`src/rcpa_pkg.sv`:
```
// Shared types and constants of the refcounted chunk page allocator.
// No dependencies.
package rcpa_pkg;
   localparam int THREADS_DEF = 16;
   localparam int CHUNK_SLOTS_DEF = 64;
   localparam int PAGES_DEF = 512;

   localparam int OP_W = 2;
   localparam int TID_W = 4;
   localparam int CNT_W = 9;
   localparam int SLOT_W = 6;
   localparam int PIDX_W = 9;
   localparam int STAT_W = 3;
   localparam int USED_W = 7;

   typedef enum logic [OP_W-1:0] {
      OP_INIT = 2'd0,
      OP_GET = 2'd1,
      OP_PUT = 2'd2,
      OP_LOOKUP = 2'd3
   } op_type;

   typedef enum logic [STAT_W-1:0] {
      ST_OK = 3'd0,
      ST_BAD_COUNT = 3'd1,
      ST_NOT_INIT = 3'd2,
      ST_BAD_PAGE = 3'd3,
      ST_POOL_FULL = 3'd4
   } status_type;

   // Commands from the controller to the datapath.
   typedef struct packed {
      logic capture;
      logic commit;
   } cmd_type;

   // Status from the datapath to the controller.
   typedef struct packed {
      logic busy;
   } stat_type;
endpackage

```
`src/rcpa_ctrl.sv`:
```
// Handshake controller of the chunk allocator: accept, compute, deliver.
// Depends on rcpa_pkg.
module rcpa_ctrl (
   input  logic clock,
   input  logic reset,
   input  logic req_valid,
   output logic req_stall,
   output logic rsp_valid,
   input  logic rsp_stall,
   output rcpa_pkg::cmd_type cmd
);
   typedef enum logic [1:0] {S_IDLE, S_EXEC, S_OUT} state_type;
   state_type state_ff, state_in;

   assign req_stall = (state_ff != S_IDLE);
   assign rsp_valid = (state_ff == S_OUT);
   assign cmd.capture = (state_ff == S_IDLE) && req_valid;
   assign cmd.commit = (state_ff == S_EXEC);

   always_comb begin
      state_in = state_ff;
      unique case (state_ff)
         S_IDLE: if (req_valid) state_in = S_EXEC;
         S_EXEC: state_in = S_OUT;
         S_OUT: if (!rsp_stall) state_in = S_IDLE;
         default: state_in = S_IDLE;
      endcase
   end

   always_ff @(posedge clock) begin
      if (reset) state_ff <= S_IDLE;
      else state_ff <= state_in;
   end

   a_out_after_exec: assert property (@(posedge clock) disable iff (reset)
      state_ff == S_EXEC |=> state_ff == S_OUT) else $error("exec not followed by out");
   a_no_accept_busy: assert property (@(posedge clock) disable iff (reset)
      rsp_valid |-> req_stall) else $error("accepting while result pending");
   a_hold_result: assert property (@(posedge clock) disable iff (reset)
      rsp_valid && rsp_stall |=> rsp_valid) else $error("result dropped");
endmodule

```
`src/rcpa_dp.sv`:
```
// Datapath of the chunk allocator: thread and slot tables and result register.
// Depends on rcpa_pkg.
module rcpa_dp #(
   parameter int THREADS = rcpa_pkg::THREADS_DEF,
   parameter int CHUNK_SLOTS = rcpa_pkg::CHUNK_SLOTS_DEF,
   parameter int PAGES = rcpa_pkg::PAGES_DEF
) (
   input  logic clock,
   input  logic reset,
   input  rcpa_pkg::cmd_type cmd,
   input  logic [rcpa_pkg::OP_W-1:0] req_op,
   input  logic [rcpa_pkg::TID_W-1:0] req_thread_id,
   input  logic [rcpa_pkg::CNT_W-1:0] req_page_count,
   input  logic [rcpa_pkg::SLOT_W-1:0] req_chunk_slot,
   input  logic [rcpa_pkg::PIDX_W-1:0] req_page_index,
   output logic [rcpa_pkg::STAT_W-1:0] rsp_status,
   output logic [rcpa_pkg::SLOT_W-1:0] rsp_out_slot,
   output logic [rcpa_pkg::PIDX_W-1:0] rsp_start_page,
   output logic rsp_chunk_freed,
   output logic [rcpa_pkg::USED_W-1:0] rsp_chunks_used
);
   localparam int TW = (THREADS > 1) ? $clog2(THREADS) : 1;
   localparam int SW = $clog2(CHUNK_SLOTS);
   localparam int PW = $clog2(PAGES) + 1;   // bump pointer, may reach PAGES
   // A thread whose chunk was freed and then reused keeps adding to it, so a
   // count can reach one producer reference plus nearly a chunk per thread.
   localparam int RW = $clog2(THREADS * PAGES + 1);
   localparam int MW = PW + RW;
   localparam int UW = $clog2(CHUNK_SLOTS + 1);

   logic [THREADS-1:0] t_ready_ff;
   logic [SW-1:0] t_chunk_ff [THREADS];
   logic [PW-1:0] t_next_ff [THREADS];
   logic [CHUNK_SLOTS-1:0] s_valid_ff;
   // Slot table: high-water mark above the reference count, registered read.
   logic [MW-1:0] s_tab [CHUNK_SLOTS];
   logic [MW-1:0] tab_q_ff;
   logic [UW-1:0] used_ff;

   // Registered request fields and the free-slot search result.
   logic [rcpa_pkg::OP_W-1:0] op_ff;
   logic [rcpa_pkg::TID_W-1:0] tid_ff;
   logic [rcpa_pkg::CNT_W-1:0] cnt_ff;
   logic [rcpa_pkg::SLOT_W-1:0] slot_ff;
   logic [rcpa_pkg::PIDX_W-1:0] pidx_ff;
   logic found_ff;
   logic [SW-1:0] free_ff;

   // Release of the old slot on a chunk swap, written in the cycle after.
   logic wb_ff;
   logic [SW-1:0] wb_addr_ff;
   logic [MW-1:0] wb_data_ff;

   logic found_c;
   logic [SW-1:0] free_c;
   always_comb begin
      found_c = 1'b0;
      free_c = '0;
      if (used_ff < UW'(CHUNK_SLOTS)) begin
         found_c = 1'b1;
         free_c = used_ff[SW-1:0];
      end else begin
         for (int i = CHUNK_SLOTS - 1; i >= 0; i--) begin
            if (!s_valid_ff[i]) begin
               found_c = 1'b1;
               free_c = SW'(i);
            end
         end
      end
   end

   logic [rcpa_pkg::STAT_W-1:0] st_ff;
   logic [rcpa_pkg::SLOT_W-1:0] os_ff;
   logic [rcpa_pkg::PIDX_W-1:0] sp_ff;
   logic fr_ff;

   logic t_ok, s_ok;
   logic [TW-1:0] ti;
   logic [SW-1:0] si, cur;
   logic cur_ok, swap;
   logic [PW:0] endp;
   logic [PW-1:0] start;
   logic [RW-1:0] ref_q, ref_dec;
   logic [PW-1:0] high_q;
   logic last_ref, init_claim, get_ok, put_ok;
   logic [SW-1:0] tab_ra;
   always_comb begin
      ti = TW'(tid_ff);
      si = SW'(slot_ff);
      t_ok = 32'(tid_ff) < THREADS;
      s_ok = 32'(slot_ff) < CHUNK_SLOTS && 32'(pidx_ff) < PAGES && s_valid_ff[si];
      cur = t_chunk_ff[ti];
      cur_ok = s_valid_ff[cur];
      endp = (PW+1)'(t_next_ff[ti]) + (PW+1)'(cnt_ff);
      swap = !cur_ok || endp > (PW+1)'(PAGES);
      start = swap ? PW'(1) : t_next_ff[ti];
      ref_q = tab_q_ff[RW-1:0];
      high_q = tab_q_ff[MW-1:RW];
      ref_dec = (ref_q > RW'(0)) ? ref_q - RW'(1) : ref_q;
      last_ref = ref_q <= RW'(1);
      init_claim = op_ff == rcpa_pkg::OP_INIT && t_ok && !t_ready_ff[ti] && found_ff;
      get_ok = op_ff == rcpa_pkg::OP_GET && t_ok && cnt_ff != '0
               && 32'(cnt_ff) <= PAGES - 1 && t_ready_ff[ti] && !(swap && !found_ff);
      put_ok = op_ff == rcpa_pkg::OP_PUT && s_ok;
      // A get reads its thread's current slot, a put or lookup the named slot.
      tab_ra = (req_op == rcpa_pkg::OP_GET) ? t_chunk_ff[TW'(req_thread_id)]
                                            : SW'(req_chunk_slot);
   end

   logic tab_we;
   logic [SW-1:0] tab_wa;
   logic [MW-1:0] tab_wd;
   always_comb begin
      tab_we = 1'b0;
      tab_wa = '0;
      tab_wd = '0;
      if (wb_ff) begin
         tab_we = 1'b1;
         tab_wa = wb_addr_ff;
         tab_wd = wb_data_ff;
      end else if (cmd.commit) begin
         if (init_claim) begin
            tab_we = 1'b1;
            tab_wa = free_ff;
            tab_wd = {PW'(1), RW'(1)};
         end else if (get_ok && swap) begin
            tab_we = 1'b1;
            tab_wa = free_ff;
            tab_wd = {PW'(1) + PW'(cnt_ff), RW'(1) + RW'(cnt_ff)};
         end else if (get_ok) begin
            tab_we = 1'b1;
            tab_wa = cur;
            tab_wd = {(endp[PW-1:0] > high_q) ? endp[PW-1:0] : high_q,
                      ref_q + RW'(cnt_ff)};
         end else if (put_ok) begin
            tab_we = 1'b1;
            tab_wa = si;
            tab_wd = {high_q, ref_dec};
         end
      end
   end

   always_ff @(posedge clock) begin
      if (tab_we) s_tab[tab_wa] <= tab_wd;
      if (cmd.capture) tab_q_ff <= s_tab[tab_ra];
   end

   always_ff @(posedge clock) begin
      if (reset) wb_ff <= 1'b0;
      else wb_ff <= cmd.commit && get_ok && swap && cur_ok;
   end

   always_ff @(posedge clock) begin
      if (cmd.commit) begin
         wb_addr_ff <= cur;
         wb_data_ff <= {high_q, ref_dec};
      end
   end

   always_ff @(posedge clock) begin
      if (cmd.capture) begin
         op_ff <= req_op;
         tid_ff <= req_thread_id;
         cnt_ff <= req_page_count;
         slot_ff <= req_chunk_slot;
         pidx_ff <= req_page_index;
         found_ff <= found_c;
         free_ff <= free_c;
      end
      if (cmd.commit) begin
         st_ff <= rcpa_pkg::ST_OK;
         os_ff <= '0;
         sp_ff <= '0;
         fr_ff <= 1'b0;
         case (rcpa_pkg::op_type'(op_ff))
            rcpa_pkg::OP_INIT: begin
               if (!t_ok) st_ff <= rcpa_pkg::ST_NOT_INIT;
               else if (t_ready_ff[ti]) os_ff <= rcpa_pkg::SLOT_W'(cur);
               else if (!found_ff) st_ff <= rcpa_pkg::ST_POOL_FULL;
               else os_ff <= rcpa_pkg::SLOT_W'(free_ff);
            end
            rcpa_pkg::OP_GET: begin
               if (!t_ok) st_ff <= rcpa_pkg::ST_NOT_INIT;
               else if (cnt_ff == '0 || 32'(cnt_ff) > PAGES - 1)
                  st_ff <= rcpa_pkg::ST_BAD_COUNT;
               else if (!t_ready_ff[ti]) st_ff <= rcpa_pkg::ST_NOT_INIT;
               else if (swap && !found_ff) st_ff <= rcpa_pkg::ST_POOL_FULL;
               else begin
                  os_ff <= rcpa_pkg::SLOT_W'(swap ? free_ff : cur);
                  sp_ff <= rcpa_pkg::PIDX_W'(start);
                  fr_ff <= swap && cur_ok && last_ref;
               end
            end
            default: begin
               if (!s_ok) st_ff <= rcpa_pkg::ST_BAD_PAGE;
               else begin
                  os_ff <= slot_ff;
                  if (op_ff == rcpa_pkg::OP_PUT) fr_ff <= last_ref;
               end
            end
         endcase
      end
   end

   // Thread tables; entries are written only on claim or grant.
   always_ff @(posedge clock) begin
      if (cmd.commit) begin
         if (init_claim) begin
            t_chunk_ff[ti] <= free_ff;
            t_next_ff[ti] <= PW'(1);
         end else if (get_ok) begin
            t_next_ff[ti] <= start + PW'(cnt_ff);
            if (swap) t_chunk_ff[ti] <= free_ff;
         end
      end
   end

   // Control state with reset: ready bits, valid bits, used count.
   always_ff @(posedge clock) begin
      if (reset) begin
         t_ready_ff <= '0;
         s_valid_ff <= '0;
         used_ff <= '0;
      end else if (cmd.commit) begin
         if (init_claim) begin
            t_ready_ff[ti] <= 1'b1;
            s_valid_ff[free_ff] <= 1'b1;
            if (UW'(free_ff) == used_ff) used_ff <= used_ff + UW'(1);
         end else if (get_ok && swap) begin
            if (cur_ok && last_ref) s_valid_ff[cur] <= 1'b0;
            s_valid_ff[free_ff] <= 1'b1;
            if (UW'(free_ff) == used_ff && used_ff < UW'(CHUNK_SLOTS))
               used_ff <= used_ff + UW'(1);
         end else if (put_ok && last_ref) begin
            s_valid_ff[si] <= 1'b0;
         end
      end
   end

   assign rsp_status = st_ff;
   assign rsp_out_slot = os_ff;
   assign rsp_start_page = sp_ff;
   assign rsp_chunk_freed = fr_ff;
   assign rsp_chunks_used = rcpa_pkg::USED_W'(used_ff);

   a_used_bound: assert property (@(posedge clock) disable iff (reset)
      used_ff <= UW'(CHUNK_SLOTS)) else $error("used count overflow");
   a_used_mono: assert property (@(posedge clock) disable iff (reset)
      !$past(reset) |-> used_ff >= $past(used_ff)) else $error("used count fell");
   a_err_clean: assert property (@(posedge clock) disable iff (reset)
      st_ff != rcpa_pkg::ST_OK && !cmd.commit |-> os_ff == '0 && !fr_ff)
      else $error("error result carries data");
   a_wb_alone: assert property (@(posedge clock) disable iff (reset)
      wb_ff |-> !cmd.commit && !cmd.capture) else $error("table write collision");
endmodule

```
`src/refcounted_chunk_page_allocator.sv`:
```
// Top level of the refcounted chunk page allocator.
// Depends on rcpa_pkg, rcpa_ctrl and rcpa_dp.
//
// Every request gives exactly one result. When a request is accepted, it is
// registered, the slot table is read and a free slot is sought; then the
// thread and slot tables are updated and the result is registered (a chunk
// swap writes the released slot in the cycle after). The result register
// then holds until taken. The next request is accepted in the cycle after
// the result is taken, so no new request is taken while one is still in
// progress or its result is still pending on the result side.
module refcounted_chunk_page_allocator #(
   parameter int THREADS = rcpa_pkg::THREADS_DEF,
   parameter int CHUNK_SLOTS = rcpa_pkg::CHUNK_SLOTS_DEF,
   parameter int PAGES_PER_CHUNK = rcpa_pkg::PAGES_DEF
) (
   input  logic clock,
   input  logic reset,
   input  logic req_valid,
   output logic req_stall,
   input  logic [rcpa_pkg::OP_W-1:0] req_op,
   input  logic [rcpa_pkg::TID_W-1:0] req_thread_id,
   input  logic [rcpa_pkg::CNT_W-1:0] req_page_count,
   input  logic [rcpa_pkg::SLOT_W-1:0] req_chunk_slot,
   input  logic [rcpa_pkg::PIDX_W-1:0] req_page_index,
   output logic rsp_valid,
   input  logic rsp_stall,
   output logic [rcpa_pkg::STAT_W-1:0] rsp_status,
   output logic [rcpa_pkg::SLOT_W-1:0] rsp_out_slot,
   output logic [rcpa_pkg::PIDX_W-1:0] rsp_start_page,
   output logic rsp_chunk_freed,
   output logic [rcpa_pkg::USED_W-1:0] rsp_chunks_used
);
   rcpa_pkg::cmd_type cmd;

   rcpa_ctrl u_ctrl (
      .clock, .reset, .req_valid, .req_stall, .rsp_valid, .rsp_stall, .cmd
   );

   rcpa_dp #(
      .THREADS(THREADS), .CHUNK_SLOTS(CHUNK_SLOTS), .PAGES(PAGES_PER_CHUNK)
   ) u_dp (
      .clock, .reset, .cmd, .req_op, .req_thread_id, .req_page_count,
      .req_chunk_slot, .req_page_index, .rsp_status, .rsp_out_slot,
      .rsp_start_page, .rsp_chunk_freed, .rsp_chunks_used
   );
endmodule
```
`config.mk`:
```
export PLATFORM = sky130hd
export DESIGN_NAME = refcounted_chunk_page_allocator
export DESIGN_NICKNAME = d
export VERILOG_FILES = /design/src/rcpa_pkg.sv /design/src/rcpa_ctrl.sv /design/src/rcpa_dp.sv /design/src/refcounted_chunk_page_allocator.sv
export SDC_FILE = /design/constraint.sdc
export NUM_CORES = 2
export LEC_CHECK = 0
export BUFFER_PORTS_ARGS = -buffer_cell sky130_fd_sc_hd__buf_2
export CORE_MARGIN = 3
export CORE_UTILIZATION = 55
export CTS_CLUSTER_SIZE = 12
export DETAILED_ROUTE_END_ITERATION = 10
export GPL_TIMING_DRIVEN = 0
export PLACE_DENSITY = 0.69
export SLEW_MARGIN = 0
export SYNTH_ARGS = -nofsm -noshare
export SYNTH_HDL_FRONTEND = slang
export SYNTH_HIERARCHICAL = 1
export SYNTH_SLANG_ARGS = --single-unit
```
`constraint.sdc`:
```
create_clock -name clock -period 17.2 [get_ports clock]
set_input_delay 1.72 -clock clock [delete_from_list [all_inputs] [get_ports clock]]
set_output_delay 1.72 -clock clock [all_outputs]
set_load 0.1 [all_outputs]
```
==> flow_metrics.tcl <==
set metrics [dict create \
    seqCellArea_um2 38900 \
    nNetsFinal 4468 \
    cts-root-buf "clkbuf_16" \
    ys_types 85 \
    post_drt_wl_per_cell_um 30.0 \
    synthesis.area_um2 59100 \
    final_cells 5881 \
    ios 62 \
    synth_top_cell_by_area "edfxtp_1" \
    io_buffer_count 52 \
    leakage_nw 20.3 \
    violations "max-capacitance violations" \
    p_int_mw 5.41 \
    fin_crit_sh_pct 62.5 \
    routed-via-count 39300 \
    multi_input_area_um2 19100 \
    htreeDepth 4 \
    dp_cells 5644 \
    async_reset_ff_share_pct 0 \
    ant_nets 0 \
    track_usage_pct 31.4 \
    drc 0 \
    cts_resized 0 \
    seq_power_share_pct 49.1 \
    num_antenna_cells 0 \
    grt_max_degree 65 \
    min_from "u_dp/t_ready_ff[4]$_SDFFE_PP0P_" \
    viasPerCell 6.68 \
    ir_drop_uv 103 \
    p_per_area_nw_per_um2 108 \
    worstSkewPairLatency_ns 0.76 \
    r2r_slack_ns 6.45 \
    cp.required_ns 17.57 \
    place_hpwl_mm 122 \
    status "finished with violations" \
    hold_class "reg2reg" \
    dieWidth_um 334 \
    pwr-share-clk_pct 40.3 \
    grt_pass1_wl_mm 255 \
    worstMarginPinSlew_ns 1.46 \
    synth_ff_type "edfxtp_1" \
    post-route-min-period_ns 10.75 \
    drt_iter0_markers 5325 \
    dr.pass1.iters 7 \
    rsz0062_at_grt "no" \
    hold_end "u_dp/t_ready_ff[4]$_SDFFE_PP0P_" \
    crit_path_end_kind "register" \
    dpl-instance-area_um2 62000 \
    overflow 0 \
    yosysSeqAreaShare_pct 65.8 \
    finalWirelength_mm 176 \
    cts_hold_buf 0 \
    start_util_pct 55.7 \
    skew_ns 0.0332 \
    swShare_pct 24.9 \
    cp.arrival_ns 11.12 \
    max_cap_viol_count 1 \
    rows 119 \
    min_path_cells 2 \
    drv_slew 0 \
    finalHoldViolations 0 \
    clock_sinks 1327 \
    synth_nets 4239 \
    synth_top_area_share_pct 62.7 \
    drive_gt1_share_pct 11.8 \
    n_fill_cell 7861 \
    gp_congestion 1.02 \
    dieArea_um2 111000 \
    post-cts-setup-buffer-count 0 \
    synthTopCellsByArea "edfxtp_1, mux4_2, mux2i_1, dfxtp_1, a211oi_1" \
    grt_pass1_vias 37900 \
    antenna_found_initial 2 \
    syn_area_per_cell_um2 14.2 \
    tns_ns 0 \
    ys_seq_elements 1327 \
    power_frac_comb_pct 10.6 \
    path_clk_slew_ns 0.06 \
    clock_path_buffers 3 \
    crit_type "reg2reg" \
    die_h_um 334 \
    syn_inst 4170 \
    cts_buffers 140 \
    cts_tree "done" \
    final_area_um2 66300 \
    syn2layout_area_growth_pct 12.3 \
    finalSetupViolations 0 \
    synth-edff-count 1233 \
    core_area_um2 106000 \
    worstPathMaxFanout 14 \
    max_freq_mhz 93.0 \
    start_kind "register" \
    slew_headroom_pct 1.41 \
    ff2ff_path_depth 22 \
    yosysWarnings 6 \
    power.switching_mw 1.79 \
    r2r_end "u_dp/s_tab[52][3]$_DFFE_PP_" \
]
## through the flow
stage	hold WS (ns)	util [%]	total power [mW]	setup slack [ns]
floorplan	0.432	-	4.07	7.82
detailed placement	0.455	58.4	4.34	6.29
CTS	0.471	62.5	7.22	6.24
global placement	0.446	57.6	4.33	0.134
global route	0.486	62.6	7.41	5.89
finish	0.465	62.6	7.20	6.45
## synth_stat cells (all sizes together), types with 18 or more instances
library cell  number
mux4             176
and2             129
inv               40
nor3              74
o31ai             37
a31oi            110
buf               69
nand3             63
dfxtp             94
xnor2             37
a21oi            217
ha                32
o21ai            122
a211oi           217
and3              24
nor2b             28
a311oi            59
nor2             174
nand2            428
edfxtp          1233
clkbuf           230
and3b             18
mux2i            269
## cell families (layout without fill, tap and decap cells)
group | count (synthesis) | after routing | share of synthesized area (%)
multiplexers | 458 | 458 | 11.5
flip-flops | 1327 | 1327 | 65.8
XOR/XNOR | 49 | 49 | 0.726
AND/OR/NAND/NOR | 1034 | 1034 | 8.35
buffers and inverters | 339 | 659 | 2.24
AO/OA/AOI/OAI | 928 | 928 | 10.5
adder cells (fa/ha/maj) | 35 | 35 | 0.779
## sequential cells by signal (all words and copies together) (netlist names), 2 cells and up, named ones only
| signal | flops |
|---|---|
| u_dp/op_ff | 2 |
| u_dp/ti | 4 |
| u_dp/s_valid_ff | 64 |
| u_dp/free_ff | 6 |
| u_dp/t_chunk_ff | 96 |
| u_dp/s_tab | 896 |
| u_dp/si | 6 |
| u_dp/cnt_ff | 9 |
| u_ctrl/state_ff | 2 |
| u_dp/rsp_out_slot | 6 |
| u_dp/rsp_start_page | 9 |
| u_dp/tab_q_ff | 14 |
| u_dp/t_next_ff | 160 |
| u_dp/rsp_status | 3 |
| u_dp/wb_data_ff | 14 |
| u_dp/t_ready_ff | 16 |
| u_dp/rsp_chunks_used | 7 |
| u_dp/wb_addr_ff | 6 |
## how the worst max path moves through the flow
| stage | start | to | slack [ns] | cells after the start |
|---|---|---|---|---|
| 2_1_floorplan | register | u_dp/s_tab[0][0]$_DFFE_PP_ | 7.82 | 22 |
| 3_3_place_gp | register | u_dp/s_tab[35][6]$_DFFE_PP_ | 0.13 | 21 |
| 3_5_place_dp | register | u_dp/s_tab[47][13]$_DFFE_PP_ | 6.29 | 22 |
| 4_1_cts | register | u_dp/s_tab[15][4]$_DFFE_PP_ | 6.24 | 22 |
| 5_1_grt | register | u_dp/s_tab[39][11]$_DFFE_PP_ | 5.89 | 22 |
| 6_report | register | u_dp/s_tab[52][3]$_DFFE_PP_ | 6.45 | 22 |
## cell usage in the layout (no fill, tap or decap), types with 18 or more instances in the layout
cell type / Yosys / layout
nor3_1: 73 / 71
mux2i_1: 268 / 268
buf_2: 18 / 70
inv_1: 37 / 37
xnor2_1: 37 / 37
a311oi_1: 59 / 59
and2_1: 128 / 128
dfxtp_1: 94 / 94
o31ai_1: 36 / 34
nand2_1: 428 / 428
a21oi_1: 216 / 216
o21ai_0: 116 / 107
nor2b_1: 28 / 25
clkbuf_16: 0 / 142
edfxtp_1: 1233 / 1233
and3_1: 24 / 24
clkbuf_1: 226 / 263
nand3_1: 62 / 62
buf_1: 46 / 46
a211oi_1: 216 / 216
and3b_1: 18 / 18
ha_1: 32 / 32
mux4_2: 176 / 176
a31oi_1: 110 / 110
nor2_1: 174 / 170
## worst max-delay path: stages (launching register included)
cell and delay [ns]:
dfxtp_1 0.31, buf_2 0.26, buf_4 0.34, buf_2 0.34
buf_1 0.79, buf_1 0.75, mux4_2 0.64, mux4_2 0.58
ha_1 0.39, nor2b_1 0.14, o21ai_0 0.10, a21boi_0 0.39
o31a_1 0.17, o211ai_1 0.12, a2111oi_0 0.44, a31oi_1 0.16
and3_1 0.21, clkbuf_1 0.27, o31ai_2 0.59, nand2_1 0.48
a32oi_1 0.72, nand3_1 0.82, nor2_1 1.31
## power by group through the flow
stage | Combinational, mW | Clock (mW) | Sequential (mW)
after floorplan | 0.463 | 0 | 3.61
after global placement | 0.726 | 0 | 3.61
after detailed placement | 0.739 | 0 | 3.60
after CTS | 0.743 | 2.94 | 3.54
after global routing | 0.796 | 3.07 | 3.54
final | 0.761 | 2.90 | 3.54
## area by class of cell
class                           count  share of cell area [%]
Multi-Input combinational cell   2504                    28.7
Inverter                           40                   0.226
Clock inverter                     50                   0.900
Sequential cell                  1327                    58.6
Timing Repair Buffer               87                    1.46
Clock buffer                      183                    5.65
Buffer                            299                    1.77
Tap cell                         1391                    2.62
## routing by layer
| metal | wire length (um) | GRT usage, % |
|---|---|---|
| met1 | 66800 | 42.1 |
| met2 | 82400 | 50.0 |
| met3 | 17500 | 5.79 |
| met4 | 9520 | 15.6 |
| met5 | 11 | 0 |
Power figures use the tool's default switching activity.
